File: src/hw/rtl/apbl_pkg.sv
// Shared types and constants for the array-backed position list.
// Holds field widths, action and status codes, FSM states and the
// command and status structs between the controller and the datapath.
package apbl_pkg;

  // Storage size and derived widths
  localparam int DEPTH  = 64;
  localparam int ADDR_W = $clog2(DEPTH);
  localparam int CNT_W  = $clog2(DEPTH + 1);
  localparam int POS_W  = 7;
  localparam int VAL_W  = 32;
  localparam int ACT_W  = 4;
  localparam int ST_W   = 3;
  localparam int CMP_W  = (CNT_W > POS_W) ? CNT_W : POS_W;

  // Stream payload layout
  localparam int IN_RAW_W  = ACT_W + POS_W + VAL_W;
  localparam int IN_W      = ((IN_RAW_W + 7) / 8) * 8;
  localparam int OUT_RAW_W = ST_W + VAL_W + POS_W + POS_W;
  localparam int OUT_W     = ((OUT_RAW_W + 7) / 8) * 8;
  localparam int IN_POS_LSB = ACT_W;
  localparam int IN_VAL_LSB = ACT_W + POS_W;

  typedef enum logic [ACT_W-1:0] {
    ACT_INS_AT    = 4'd0,
    ACT_INS_FIRST = 4'd1,
    ACT_INS_LAST  = 4'd2,
    ACT_RM_AT     = 4'd3,
    ACT_MODIFY    = 4'd4,
    ACT_READ      = 4'd5,
    ACT_LOCATE    = 4'd6,
    ACT_RM_VALUE  = 4'd7,
    ACT_CLEAR     = 4'd8,
    ACT_FIRST     = 4'd9,
    ACT_LAST      = 4'd10,
    ACT_NEXT      = 4'd11,
    ACT_PREV      = 4'd12
  } act_e;

  typedef enum logic [ST_W-1:0] {
    ST_OK       = 3'd0,
    ST_EMPTY    = 3'd1,
    ST_RANGE    = 3'd2,
    ST_FULL     = 3'd3,
    ST_NOADJ    = 3'd4,
    ST_NOTFOUND = 3'd5
  } status_e;

  typedef enum logic [2:0] {
    S_IDLE,
    S_EXEC,
    S_RUN,
    S_DRAIN,
    S_FINAL,
    S_DONE
  } state_e;

  // Controller to datapath
  typedef struct packed {
    logic load;    // latch the incoming transaction
    logic exec;    // run checks and the effects that need no memory pass
    logic run;     // issue one memory read and advance the pointer
    logic proc;    // consume the returned read data
    logic commit;  // final write and length update after a pass
    logic emit;    // load the output register
  } apbl_cmd_t;

  // Datapath to controller
  typedef struct packed {
    logic need_loop;  // operation needs a pass over the memory
    logic last;       // current read is the last of the pass
    logic hit;        // locate found its match
    logic out_free;   // output register can take a result
  } apbl_sts_t;

endpackage

File: src/hw/rtl/array_backed_position_list.sv
// Ordered list of up to DEPTH (64) signed 32-bit values at positions 1..length,
// one operation per input transaction and exactly one result transaction for
// each. Operations that do not move data (read position queries, modify,
// clear, insert at the end, remove of the last entry, errors) go through
// accept, execute and load of the output register; a read adds a pass
// over its one entry. Insert and remove at a position shift the later
// entries through the entry memory at one entry per cycle; locate and
// remove-all scan up to length entries the same way, locate stopping at
// its first match. One operation is in flight at a time; the next one is
// accepted as soon as the result sits in the output register, even while
// that result still waits to be taken.
// Depends on apbl_pkg, apbl_ctrl and apbl_dpath.
module array_backed_position_list (
  input  logic                       clk,
  input  logic                       rst,
  input  logic                       s_tvalid,
  output logic                       s_tready,
  // [3:0] action, [10:4] position, [42:11] item_value, [47:43] zero
  input  logic [apbl_pkg::IN_W-1:0]  s_tdata,
  output logic                       m_tvalid,
  input  logic                       m_tready,
  // [2:0] status, [34:3] read_value, [41:35] found_position,
  // [48:42] list_length, [55:49] zero
  output logic [apbl_pkg::OUT_W-1:0] m_tdata
);
  import apbl_pkg::*;

  apbl_cmd_t cmd;
  apbl_sts_t sts;

  // Sequencer
  apbl_ctrl u_ctrl (
    .clk      (clk),
    .rst      (rst),
    .s_tvalid (s_tvalid),
    .s_tready (s_tready),
    .sts      (sts),
    .cmd      (cmd)
  );

  // Memory, pointers and result path
  apbl_dpath u_dpath (
    .clk      (clk),
    .rst      (rst),
    .cmd      (cmd),
    .sts      (sts),
    .s_tdata  (s_tdata),
    .m_tvalid (m_tvalid),
    .m_tready (m_tready),
    .m_tdata  (m_tdata)
  );

endmodule

File: src/hw/rtl/apbl_ctrl.sv
// Controller state machine for the array-backed position list.
// Sequences accept, execute, memory pass, commit and result hand-off.
// Depends on apbl_pkg.
module apbl_ctrl (
  input  logic               clk,
  input  logic               rst,
  input  logic               s_tvalid,
  output logic               s_tready,
  input  apbl_pkg::apbl_sts_t sts,
  output apbl_pkg::apbl_cmd_t cmd
);
  import apbl_pkg::*;

  state_e state, state_next;

  // State register
  always_ff @(posedge clk) begin
    if (rst) begin
      state <= S_IDLE;
    end else begin
      state <= state_next;
    end
  end

  // Next state and commands
  always_comb begin
    state_next = state;
    cmd        = '0;
    s_tready   = 1'b0;
    unique case (state)
      S_IDLE: begin
        s_tready = 1'b1;
        if (s_tvalid) begin
          cmd.load   = 1'b1;
          state_next = S_EXEC;
        end
      end
      S_EXEC: begin
        cmd.exec   = 1'b1;
        state_next = sts.need_loop ? S_RUN : S_DONE;
      end
      S_RUN: begin
        cmd.run  = 1'b1;
        cmd.proc = 1'b1;
        if (sts.hit) begin
          state_next = S_DONE;
        end else if (sts.last) begin
          state_next = S_DRAIN;
        end
      end
      S_DRAIN: begin
        cmd.proc   = 1'b1;
        state_next = sts.hit ? S_DONE : S_FINAL;
      end
      S_FINAL: begin
        cmd.commit = 1'b1;
        state_next = S_DONE;
      end
      S_DONE: begin
        if (sts.out_free) begin
          cmd.emit   = 1'b1;
          state_next = S_IDLE;
        end
      end
      default: begin
        state_next = S_IDLE;
      end
    endcase
  end

endmodule

File: src/hw/rtl/apbl_dpath.sv
// Datapath for the array-backed position list: entry memory, length,
// pass pointers, result registers and the output register.
// Depends on apbl_pkg; driven by apbl_ctrl through apbl_cmd_t.
module apbl_dpath (
  input  logic                      clk,
  input  logic                      rst,
  input  apbl_pkg::apbl_cmd_t       cmd,
  output apbl_pkg::apbl_sts_t       sts,
  input  logic [apbl_pkg::IN_W-1:0] s_tdata,
  output logic                      m_tvalid,
  input  logic                      m_tready,
  output logic [apbl_pkg::OUT_W-1:0] m_tdata
);
  import apbl_pkg::*;

  // Entry memory
  logic [VAL_W-1:0] mem [DEPTH];

  // Latched transaction
  logic [ACT_W-1:0] act_q;
  logic [POS_W-1:0] pos_q;
  logic [VAL_W-1:0] val_q;

  // List state and pass pointers
  logic [CNT_W-1:0] cnt;
  logic [CNT_W-1:0] rptr;
  logic [CNT_W-1:0] rend;
  logic [CNT_W-1:0] raddr_q;
  logic [CNT_W-1:0] tgt;
  logic [CNT_W-1:0] wptr;
  logic             up;
  logic             rvalid;
  logic [VAL_W-1:0] rd_data;

  // Result registers
  status_e          res_status;
  logic [VAL_W-1:0] res_rd;
  logic [POS_W-1:0] res_fp;

  // Compare views
  logic [CMP_W-1:0] pos_x;
  logic [CMP_W-1:0] cnt_x;
  logic [CMP_W-1:0] pos_m1;
  logic             empty;
  logic             full;
  logic             pos_ok;
  logic             is_ins;

  // Execute decision
  status_e          ex_st;
  logic [POS_W-1:0] ex_fp;
  logic             ex_loop;
  logic             ex_up;
  logic [CNT_W-1:0] ex_rs;
  logic [CNT_W-1:0] ex_re;
  logic [CNT_W-1:0] ex_tgt;
  logic             ex_we;
  logic [CNT_W-1:0] ex_wa;
  logic [CNT_W-1:0] ex_cnt;
  logic [CNT_W-1:0] ins_a;

  // Write port
  logic             wr_en;
  logic [CNT_W-1:0] wr_addr;
  logic [VAL_W-1:0] wr_data;

  logic             pv;
  logic             hit;
  logic             keep;

  assign pos_x  = CMP_W'(pos_q);
  assign cnt_x  = CMP_W'(cnt);
  assign pos_m1 = pos_x - 1'b1;
  assign empty  = (cnt == '0);
  assign full   = (cnt_x >= CMP_W'(DEPTH));
  assign pos_ok = (pos_x != '0) && (pos_x <= cnt_x);
  assign is_ins = (act_q == ACT_INS_AT) || (act_q == ACT_INS_FIRST) ||
                  (act_q == ACT_INS_LAST);

  // Insert slot: end of list, head, or the given position
  always_comb begin
    if (act_q == ACT_INS_LAST) begin
      ins_a = cnt;
    end else if ((act_q == ACT_INS_FIRST) || empty) begin
      ins_a = '0;
    end else begin
      ins_a = CNT_W'(pos_m1);
    end
  end

  // Decide status and the effects of the operation that need no memory pass
  always_comb begin
    ex_st   = ST_OK;
    ex_fp   = '0;
    ex_loop = 1'b0;
    ex_up   = 1'b1;
    ex_rs   = '0;
    ex_re   = '0;
    ex_tgt  = '0;
    ex_we   = 1'b0;
    ex_wa   = '0;
    ex_cnt  = cnt;
    case (act_q)
      ACT_INS_AT, ACT_INS_FIRST, ACT_INS_LAST: begin
        if (full) begin
          ex_st = ST_FULL;
        end else if ((act_q == ACT_INS_AT) && !empty && !pos_ok) begin
          ex_st = ST_RANGE;
        end else if (ins_a == cnt) begin
          ex_we  = 1'b1;
          ex_wa  = ins_a;
          ex_cnt = cnt + 1'b1;
        end else begin
          ex_loop = 1'b1;
          ex_up   = 1'b0;
          ex_rs   = cnt - 1'b1;
          ex_re   = ins_a;
          ex_tgt  = ins_a;
        end
      end
      ACT_RM_AT: begin
        if (empty) begin
          ex_st = ST_EMPTY;
        end else if (!pos_ok) begin
          ex_st = ST_RANGE;
        end else if (pos_x == cnt_x) begin
          ex_cnt = cnt - 1'b1;
        end else begin
          ex_loop = 1'b1;
          ex_rs   = CNT_W'(pos_x);
          ex_re   = cnt - 1'b1;
        end
      end
      ACT_MODIFY: begin
        if (empty) begin
          ex_st = ST_EMPTY;
        end else if (!pos_ok) begin
          ex_st = ST_RANGE;
        end else begin
          ex_we = 1'b1;
          ex_wa = CNT_W'(pos_m1);
        end
      end
      ACT_READ: begin
        if (empty) begin
          ex_st = ST_EMPTY;
        end else if (!pos_ok) begin
          ex_st = ST_RANGE;
        end else begin
          ex_loop = 1'b1;
          ex_rs   = CNT_W'(pos_m1);
          ex_re   = CNT_W'(pos_m1);
        end
      end
      ACT_LOCATE: begin
        ex_st = ST_NOTFOUND;
        if (!empty) begin
          ex_loop = 1'b1;
          ex_re   = cnt - 1'b1;
        end
      end
      ACT_RM_VALUE: begin
        if (!empty) begin
          ex_loop = 1'b1;
          ex_re   = cnt - 1'b1;
        end
      end
      ACT_CLEAR: begin
        ex_cnt = '0;
      end
      ACT_FIRST: begin
        if (empty) begin
          ex_st = ST_EMPTY;
        end else begin
          ex_fp = POS_W'(1);
        end
      end
      ACT_LAST: begin
        if (empty) begin
          ex_st = ST_EMPTY;
        end else begin
          ex_fp = cnt_x[POS_W-1:0];
        end
      end
      ACT_NEXT: begin
        if (empty) begin
          ex_st = ST_EMPTY;
        end else if (pos_x == cnt_x) begin
          ex_st = ST_NOADJ;
        end else if (!pos_ok) begin
          ex_st = ST_RANGE;
        end else begin
          ex_fp = pos_q + 1'b1;
        end
      end
      ACT_PREV: begin
        if (empty) begin
          ex_st = ST_EMPTY;
        end else if (pos_x == CMP_W'(1)) begin
          ex_st = ST_NOADJ;
        end else if (!pos_ok) begin
          ex_st = ST_RANGE;
        end else begin
          ex_fp = pos_q - 1'b1;
        end
      end
      default: begin
        ex_st = ST_OK;
      end
    endcase
  end

  // Returned read data during a pass
  assign pv   = cmd.proc && rvalid;
  assign hit  = pv && (act_q == ACT_LOCATE) && (rd_data == val_q);
  assign keep = pv && (act_q == ACT_RM_VALUE) && (rd_data != val_q);

  // Select the single memory write of this cycle
  always_comb begin
    wr_en   = 1'b0;
    wr_addr = '0;
    wr_data = val_q;
    if (cmd.exec) begin
      wr_en   = ex_we;
      wr_addr = ex_wa;
    end else if (cmd.commit) begin
      wr_en   = is_ins;
      wr_addr = tgt;
    end else if (pv) begin
      wr_data = rd_data;
      if (is_ins) begin
        wr_en   = 1'b1;
        wr_addr = raddr_q + 1'b1;
      end else if (act_q == ACT_RM_AT) begin
        wr_en   = 1'b1;
        wr_addr = raddr_q - 1'b1;
      end else if (keep) begin
        wr_en   = 1'b1;
        wr_addr = wptr;
      end
    end
  end

  // Memory: one write and one registered read per cycle
  always_ff @(posedge clk) begin
    if (wr_en) begin
      mem[wr_addr[ADDR_W-1:0]] <= wr_data;
    end
    if (cmd.run) begin
      rd_data <= mem[rptr[ADDR_W-1:0]];
    end
  end

  // Control state: length, read-valid flag, output valid
  always_ff @(posedge clk) begin
    if (rst) begin
      cnt      <= '0;
      rvalid   <= 1'b0;
      m_tvalid <= 1'b0;
    end else begin
      rvalid <= cmd.run;
      if (cmd.exec) begin
        cnt <= ex_cnt;
      end else if (cmd.commit) begin
        if (is_ins) begin
          cnt <= cnt + 1'b1;
        end else if (act_q == ACT_RM_AT) begin
          cnt <= cnt - 1'b1;
        end else if (act_q == ACT_RM_VALUE) begin
          cnt <= wptr;
        end
      end
      if (cmd.emit) begin
        m_tvalid <= 1'b1;
      end else if (m_tready) begin
        m_tvalid <= 1'b0;
      end
    end
  end

  // Payload: transaction latch, pointers, results, output data
  always_ff @(posedge clk) begin
    if (cmd.load) begin
      act_q <= s_tdata[ACT_W-1:0];
      pos_q <= s_tdata[IN_POS_LSB +: POS_W];
      val_q <= s_tdata[IN_VAL_LSB +: VAL_W];
    end
    if (cmd.exec) begin
      res_status <= ex_st;
      res_fp     <= ex_fp;
      res_rd     <= '0;
      rptr       <= ex_rs;
      rend       <= ex_re;
      up         <= ex_up;
      tgt        <= ex_tgt;
      wptr       <= '0;
    end
    if (cmd.run) begin
      raddr_q <= rptr;
      rptr    <= up ? (rptr + 1'b1) : (rptr - 1'b1);
    end
    if (pv && (act_q == ACT_READ)) begin
      res_rd <= rd_data;
    end
    if (hit) begin
      res_status <= ST_OK;
      res_fp     <= raddr_q[POS_W-1:0] + 1'b1;
    end
    if (keep) begin
      wptr <= wptr + 1'b1;
    end
    if (cmd.emit) begin
      m_tdata <= OUT_W'({cnt_x[POS_W-1:0], res_fp, res_rd, res_status});
    end
  end

  assign sts.need_loop = ex_loop;
  assign sts.last      = (rptr == rend);
  assign sts.hit       = hit;
  assign sts.out_free  = !m_tvalid || m_tready;

`ifndef SYNTH
  // Length never exceeds the storage
  a_cnt_bound: assert property (@(posedge clk) disable iff (rst)
    CMP_W'(cnt) <= CMP_W'(DEPTH))
    else $error("list length above storage depth");

  // Every read of a pass lies inside the current list
  a_rd_in_list: assert property (@(posedge clk) disable iff (rst)
    cmd.run |-> (rptr < cnt))
    else $error("pass read outside the list");

  // A committed insert grows the list by exactly one entry
  a_ins_grow: assert property (@(posedge clk) disable iff (rst)
    (cmd.commit && is_ins) |=> (cnt == $past(cnt) + 1'b1))
    else $error("insert commit did not grow list by one");

  // Compaction write pointer never passes the list length
  a_wptr_bound: assert property (@(posedge clk) disable iff (rst)
    (cmd.proc && (act_q == ACT_RM_VALUE)) |-> (wptr <= cnt))
    else $error("remove-all write pointer past list length");
`endif

endmodule

File: config.mk
export PLATFORM = sky130hd
export DESIGN_NAME = array_backed_position_list
export DESIGN_NICKNAME = d
export VERILOG_FILES = /design/src/hw/rtl/apbl_pkg.sv /design/src/hw/rtl/array_backed_position_list.sv /design/src/hw/rtl/apbl_ctrl.sv /design/src/hw/rtl/apbl_dpath.sv
export SDC_FILE = /design/constraint.sdc
export NUM_CORES = 2
export LEC_CHECK = 0
export BUFFER_PORTS_ARGS = -buffer_cell sky130_fd_sc_hd__buf_2
export CORE_AREA = 2 2 561 618
export CTS_BUF_LIST = sky130_fd_sc_hd__clkbuf_4
export CTS_CLUSTER_DIAMETER = 60
export DETAILED_ROUTE_END_ITERATION = 10
export DIE_AREA = 0 0 563 620
export SYNTH_ARGS = -nofsm -noshare
export SYNTH_HDL_FRONTEND = slang
export SYNTH_HIERARCHICAL = 1
export SYNTH_SLANG_ARGS = --single-unit
File: constraint.sdc
create_clock -name clk -period 10 [get_ports clk]
set_clock_uncertainty 0.05 [all_clocks]
set_input_delay 1 -clock clk [delete_from_list [all_inputs] [get_ports clk]]
set_output_delay 1 -clock clk [all_outputs]
set_load 0.005 [all_outputs]
==> metrics <==
TritonCTS buffer count=about 560; number of flops mapped to enable cells by yosys=about 2200; Req. time, crit path=10720 ps; Slew headroom=a little under an eighth; clk sink count=around 2300; Synth Area in Simple Gates=2.247%; fmax=150.7 MHz; mux share of post-synthesis cell area=17.53%; switch share=between 30% and 40%; Non-Filler Instances=~9400; Resize count post-CTS=0; Leakage=between 0.03 and 0.04 uW; Sw Pwr=approximately 7700 uW; Placed Cells=~8500; WHS=between 100 and 150 ps; Adder-Cell Fraction of Synth Area=0.3298%; Layout area overhead=15.46%; DRT antenna net count=0; Longest Clk Path Bufs=4; biggest area consumer among synthesized cells=edfxtp_1; Crit. Startpoint=u_dpath/pos_q[0]; hold wc startpoint=s_tdata[41]; main combinational cell family by area after synthesis=multiplexers; worst reg2reg path depth=14; R2R setup slack=3360 ps; flops & latches, synth=around 2300; initial antenna violation count=20; final core occ=~30%; # DRC=0; post-synth top area share=75.98%; XOR/XNOR Fraction of Synth Area=less than 1%; Critical Path Sink Type=flop; PwrDens=between 200 and 250 nW/um^2; Cell Area, Synth=between 80000 and 90000 sq um; hold path cells=1; Die W=563 um; area of the core=between 300000 and 400000 sq um; commonest non-fill, non-tap cell in the layout=edfxtp_1; Die Y=~620 um; Critical R2R Capture=u_dpath/mem[45][23]; Mapped Cells=~4000; Clk pwr share=roughly 29%; Port Buffers=slightly below 100; Seq/Total Area, Yosys=approximately 76%; Arr. time, crit path=roughly 7400 ps; CP peak stage delay=between 700 and 800 ps; Post-DP HPWL=around 120000 um; most frequent CP cell=buf_4; Starting DRT DRC Count=between 4000 and 5000; initial core utilization=roughly a quarter; gpl congestion=about 0.87; TritonCTS clock tree=built; reg2reg start=u_dpath/pos_q[0]; yosys warns=6; CP startpoint kind=flop; global-route wire length before repair=322600 um; Hold Violations, Final=0; DIE AREA=~350000 sq um; CTS Root Cell=clkbuf_4; Final min period=roughly 6600 ps; First-pass DRT Iterations=6; pre-CTS WS=between 3000 and 4000 ps; Comb pwr share=between 20% and 30%; final setup margin=roughly 3400 ps; worst hold endpoint=u_dpath/val_q[30]; ys async rst share=0%; Final setup violation count=0; share of the clock period used by the worst path=around two thirds; Vias=between 40000 and 50000; Mean Syn Cell Area=about 23 sq um; Max-Cap Viols=0; VDD IR-drop max=approximately 0.15 mV; Via density=4.656; CP max FO=21; most common flop cell mapped by yosys=edfxtp_1; layout cell share with drive strength beyond 1=a little under two fifths; outcome=finished, final reports clean; WL final=224400 um; sequential power share=45.0%; total gr overflow=0; Critical Path Slowest Stage Cell=xnor2_1; row count=226; worst hold path type=in -> reg; vias in the first global route=roughly 46000; Nets=4596; compound-cell area share of the yosys netlist=approximately 1.6%; RSZ-0062 raised after global routing=false; fillcell total=about 33000; Synth area leaders=edfxtp_1 (76%), mux4_2 (17%), nor2_1 (0.55%); most frequent cells in the layout=edfxtp_1 (2246), clkbuf_4 (776), mux4_2 (663), buf_4 (107), buf_2 (97); insertion delay to the later sink of the worst-skew pair=between 1000 and 1500 ps; Total Neg Setup Slack=0 ps; Clock transition at path regs=~70 ps; worst-margin pin slew=approximately 1300 ps; Pint=between 15000 and 20000 uW; crit-path cells=buf_4 > inv_1 > ha_1 > nor3b_2 > xnor2_1 > o221ai_1 > a32o_1 > nor4bb_1 > buf_4 > nand2_1 > o21ai_1 > nand4_1 > nor2_4 > buf_4; Tot GR Track Use=about an eighth; routed len/inst=23.77 um; largest net degree at the start of global routing=~110; post-synth cell types=86; CP Class=reg -> reg; IO Pins=110; htree depth=6; max-slew violation count=0
area by class of cell:
type	instances	area, sq um	share of cell area, %
multi-input combinational	1432	20500	20.00
sequential	2261	67750	66.10
timing repair buffer	247	1769	1.726
antenna	8	20.02	0.01953
tap	4560	5705	5.567
inverter	25	93.84	0.09156
clock buffer	776	5826	5.684
clock inverter	133	828.3	0.8082
registers in the layout, indices dropped and copies added (netlist names), 3 cells and up:
name / cells
u_dpath/res_status: 3
u_dpath/m_tdata: 49
u_dpath/rend: 7
u_dpath/act_q: 4
u_dpath/wptr: 7
u_dpath/rptr: 7
u_dpath/tgt: 6
u_dpath/pos_q: 7
u_dpath/raddr_q: 7
u_dpath/res_fp: 7
u_ctrl/state: 3
u_dpath/mem: 2048
u_dpath/cnt: 7
u_dpath/rd_data: 32
u_dpath/val_q: 32
u_dpath/res_rd: 32
critical path: cells and delay by family (launching register included):
kind	cells	cell delay, ps
adders and majority gates	1	390
AOI/OAI and AO/OA	3	1230
DFF	1	320
and+or+nand+nor	5	2170
xor gates and xnor gates	1	750
buffers and inverters	4	1300
cell usage after synthesis, drive strengths merged (4+ instances only):
| cell | n |
|---|---|
| nand2b | 12 |
| buf | 95 |
| a31oi | 8 |
| nand3 | 31 |
| nor3 | 21 |
| or3 | 12 |
| or2 | 14 |
| o211ai | 6 |
| nand3b | 6 |
| inv | 25 |
| and3 | 7 |
| o21ai | 53 |
| o31ai | 6 |
| nor2b | 7 |
| clkbuf | 125 |
| xor2 | 42 |
| o22a | 5 |
| a2bb2oi | 4 |
| a21oi | 56 |
| nand2 | 68 |
| o221ai | 10 |
| mux2 | 42 |
| o21a | 4 |
| edfxtp | 2246 |
| o22ai | 10 |
| a221o | 8 |
| nor3b | 8 |
| dfxtp | 15 |
| a211oi | 5 |
| nand4 | 9 |
| mux4 | 663 |
| and2 | 39 |
| a21o | 5 |
| a22o | 8 |
| xnor2 | 34 |
| nor4 | 15 |
| nor2 | 131 |
| mux2i | 15 |
| ha | 21 |
cell families after synthesis:
family / after synthesis
xor gates and xnor gates: 76
DFF: 2261
other: 1
AOI/OAI and AO/OA: 218
and+or+nand+nor: 388
buffers and inverters: 245
muxes: 720
adders and majority gates: 23
worst max path at each step:
stage	end	slack [ps]	cells past startpoint
after global placement	u_dpath/mem[45][21]	3630	14
after floorplan	u_dpath/mem[29][0]	3150	14
after CTS	u_dpath/mem[45][23]	3650	14
after detailed placement	u_dpath/mem[45][23]	3700	14
after global routing	u_dpath/mem[45][23]	3260	14
final	u_dpath/mem[45][23]	3360	14
power by group through the flow:
stage                     clock network (uW)  registers [uW]  logic (uW)
after global placement                     0           11700        6700
after CTS                               7570           11500        6800
after global routing                    8030           11500        7140
after detailed placement                   0           11700        6770
after floorplan                            0           11600        4520
final                                   7330           11500        6730
metrics by stage:
stage	cell area, sq um	total power, uW
3_3_place_gp	95430	18400
2_1_floorplan	88790	16080
3_5_place_dp	95430	18490
5_1_grt	102500	26710
4_1_cts	102500	25880
6_report	102500	25580
timing repair:
item / in CTS / in global routing
endpoints found under the hold margin: 38 / 0
hold buffers: 38 / 0
setup endpoints to repair: 0 / 0
setup buffers: 0 / 0
layer usage:
layer | track usage, % | up-vias | part of all wire [%]
met5 | 0 | - | 0.0080
li1 | - | 18220 | -
met1 | 15.79 | 23650 | 40
met4 | 4.329 | 2 | 2.6
met3 | 2.311 | 357 | 6.3
met2 | 21.88 | 1740 | 51
Note: power is estimated with default switching activity, not from simulation.
